`config.mk`:
```
export PLATFORM = sky130hd
export DESIGN_NAME = bblc_ram
export DESIGN_NICKNAME = d
export VERILOG_FILES = /design/src/design/bblc_ram.sv
export SDC_FILE = /design/constraint.sdc
export NUM_CORES = 1
export LEC_CHECK = 0
export ABC_AREA = 1
export CORE_MARGIN = 1.5
export CORE_UTILIZATION = 50
export CTS_CLUSTER_SIZE = 8
export DETAILED_ROUTE_END_ITERATION = 8
export DONT_BUFFER_PORTS = 1
export GPL_TIMING_DRIVEN = 0
export HOLD_SLACK_MARGIN = 0.08
export SLEW_MARGIN = 0
export SYNTH_ARGS = -nofsm -noshare
export SYNTH_HDL_FRONTEND = slang
export SYNTH_SLANG_ARGS = --single-unit
```
`constraint.sdc`:
```
create_clock -name clock -period 1.4 [get_ports clock]
set_input_delay 0.21 -clock clock [delete_from_list [all_inputs] [get_ports clock]]
set_output_delay 0.21 -clock clock [all_outputs]
set_load 0.01 [all_outputs]
```
`src/design/bblc_ram.sv`:
```
module bblc_ram #(
   parameter int WIDTH = 8,
   parameter int DEPTH = 16
) (
   input  logic                     clock,
   input  logic                     wr_en,
   input  logic [$clog2(DEPTH)-1:0] wr_addr,
   input  logic [WIDTH-1:0]         wr_data,
   input  logic [$clog2(DEPTH)-1:0] rd_addr,
   output logic [WIDTH-1:0]         rd_data
);
   logic [WIDTH-1:0] mem [DEPTH];

   always_ff @(posedge clock) begin
      if (wr_en) begin
         mem[wr_addr] <= wr_data;
      end
      rd_data <= mem[rd_addr];
   end
endmodule

```
==> results.yml <==
run_status:
  status: "finished, final reports clean"
pwr:
  power_density_nw_per_um2: 1410
  leakage_nw: 2.82
  share_comb_of_total_power_pct: 5.9
  swShare_pct: 21.7
  share_clk_of_total_power_pct: 44.6
  power.ir.vdd_worst_uv: 908
  share_seq_of_total_power_pct: 49.5
  internal_power_w: 0.00728
  net-switching-power_w: 0.00201
hold_path:
  hold_path_class: "input pin to flop"
  min-delay-start: "rd_addr[3]"
  hold-path-cell-count: 3
route:
  drc: 0
  detailedRoute.firstIterationViolations: 309
  drt.antenna.violating_nets: 0
  wire_per_inst_um: 18.7
  via_per_inst: 5.17
  via_count: 3788
  drt-pass1-iter-count: 5
  wirelength_um: 13700
logic_synthesis:
  synth-edff-count: 128
  postSynthNetCount: 569
  post_synth_fa_ha_maj_area_fraction_pct: 0
  yosys.cell_count.top_type: "nand2_1"
  synth.lib_cells_used.distinct: 12
  part_of_the_yosys_area_used_for_sequential_elements_pct: 69.4
  synth.area.mux_share_pct: 0
  post_synth_xor_area_fraction_pct: 0
  postSynthAreaPerCell_um2: 10.5
  post_synth_main_area_contributors: "edfxtp_1 (67%), nand2_1 (11%), nand3_1 (8.4%)"
  yosys_register_bits: 136
  synth_compound_area_share_pct: 0
  ys.flop_type: "edfxtp_1"
  synth_top_family_by_area: "simple AND/OR/NAND/NOR gates"
  synth_warnings: 0
  synth_top_area_share_pct: 66.7
  synth.cell_area_um2: 5770
  yosys-top-cells-count: "nand2_1 (173), edfxtp_1 (128), inv_1 (100), nand3_1 (97), nor2_1 (17)"
  asyncSetResetFlopFracSynth_pct: 0
  synth_simple_gate_area_share_pct: 21.0
  synth.largest_area_cell: "edfxtp_1"
  synthesis.instances: 551
layout:
  final_standard_cell_count_with_taps_included_and_fillers_excluded: 733
  drive_above_1_share_pct: 8.47
  antennaDiodeCount: 0
  flow.area_growth_from_synthesis_pct: 13.9
  finish.utilization_pct: 58.0
  nNetsFinal: 596
  filler_cell_count: 946
place:
  dpl.hpwl_um: 8800
  port_buffers: 0
  place.gp.congestion: 0.851
  dp.cells: 694
sta:
  setup_viol: 0
  fin_worst_hold_slack_ps: 233
  fin_skew_ps: 5.98
  rsz_0062_raised_after_global_routing: "no"
  report.final.hold_viol_count: 0
  slew-limit-headroom_pct: 35.1
  drv_slew: 0
  totalNegativeSetupSlack_ps: 0
  timing.final.crit_period_ps: 1220
  fmax_ghz: 0.819
  period_share_pct: 87.2
  worst_pin_slew_ps: 970
clock_network:
  clock_tree.buffer_depth: 2
  cts_tree: "yes"
  number_of_buffers_created_by_cts: 17
  cts_sinks: 136
  h-tree-depth: 4
  worstSkewPairLatency_ps: 420
  post_cts_resize_count: 0
  cts.reportedPaths.clkPinSlew_ps: 50
  cts_setup_buffers: 0
  cts_root_buf: "clkbuf_16"
die:
  core_area_um2: 11300
  chipWidth_um: 110
  chipHeight_um: 110
  rows: 39
  io-pin-count: 26
  design.die.area_um2: 12200
  initial_utilization_pct: 50.9
critical_path:
  crit_buf_inv: 0
  max_stage_delay_cell_worst_path: "nor2_1"
  path_max_fanout: 8
  crit_end: "mem[6][0]$_DFFE_PP_"
  reg2reg_slack_ps: 360
  path_class: "input pin to flop"
  crit_path_cell_trace: "nand3b_1, nor2_1"
  worstPathArrival_ps: 1260
  cp.required_ps: 1440
  r2r-end: "rd_data[7]$_DFF_P_"
  critical_path.startpoint: "wr_addr[3]"
  ff2ff_path_depth: 6
  worstSetupStartpointType: "input pin"
  timing.critical_path.max_delay_family: "simple AND/OR/NAND/NOR gates"
  worst_r2r_start: "mem[2][7]$_DFFE_PP_"
  critPathMaxStageDelay_ps: 790
  timing.critical_path.to_type: "flop"
  cp.depth: 2
global_route:
  grt_pass1_vias: 3636
  grt_overflow: 0
  grt_max_degree: 17
  first_pass_grt_wire_length_um: 20800
  antenna_found_initial: 0
  track_usage_pct: 25.0
run:
  reported_max_cap_violation_count: 0
-- logic make-up (layout without fill, tap and decap cells) --
kind of cell	count (synthesis)	in the layout
DFF	136	136
and+or+nand+nor	289	289
buffers and inverters	126	165
-- cells in the final DEF, fill, tap and decap left out, types with 4 or more instances in the layout --
master,instances
nand2_1,173
edfxtp_1,128
inv_1,100
nand3_1,97
nor2_1,17
clkbuf_16,17
buf_2,13
dlygate4sd3_1,8
dfxtp_1,8
buf_6,6
buf_4,4
clkinv_1,4
clkinv_2,4
-- per-stage QoR --
stage | area, um^2 | total power, W | setup WS (ps)
2_1_floorplan | 5770 | 0.00499 | 239
3_3_place_gp | 5950 | 0.00513 | -250
3_5_place_dp | 5950 | 0.00514 | -247
4_1_cts | 6570 | 0.00931 | 193
5_1_grt | 6570 | 0.00953 | 127
6_report | 6570 | 0.00929 | 179
-- worst min path at each step --
| stage | endpoint |
|---|---|
| final | rd_data[7]$_DFF_P_ |
| after CTS | rd_data[7]$_DFF_P_ |
| after floorplan | mem[0][0]$_DFFE_PP_ |
| after global routing | rd_data[7]$_DFF_P_ |
| after global placement | mem[15][4]$_DFFE_PP_ |
| after detailed placement | mem[0][2]$_DFFE_PP_ |
-- area by class of cell --
cell class	instances	area [um^2]	share of cell area [%]
Buffer	24	166	2.53
Multi-Input combinational cell	289	1210	18.5
Sequential cell	136	4000	61.0
Timing Repair Buffer	8	80.1	1.22
Inverter	102	383	5.83
Clock buffer	19	433	6.59
Clock inverter	12	110	1.68
Tap cell	143	179	2.72
-- metal layers --
metal	track usage [%]	wire length, um
met5	0	0
met4	11.3	408
met3	6.47	920
met2	36.8	6170
met1	35.0	6210
-- power by group through the flow --
stage / Combinational [W] / Sequential [W] / Clock, W
2_1_floorplan: 0.000321 / 0.00467 / 0
3_3_place_gp: 0.000458 / 0.00468 / 0
3_5_place_dp: 0.000462 / 0.00468 / 0
4_1_cts: 0.000550 / 0.00460 / 0.00416
5_1_grt: 0.000606 / 0.00461 / 0.00432
6_report: 0.000551 / 0.00460 / 0.00414
-- what timing repair did --
| item | CTS | global route |
|---|---|---|
| endpoints found under the hold margin | 128 | 0 |
| hold buffers | 8 | 0 |
| setup endpoints to repair | 0 | 0 |
-- state kept, by name, indices dropped and copies added (netlist names) --
name / flops
mem: 128
rd_data: 8
No activity file was read; power rests on OpenSTA's default activity.
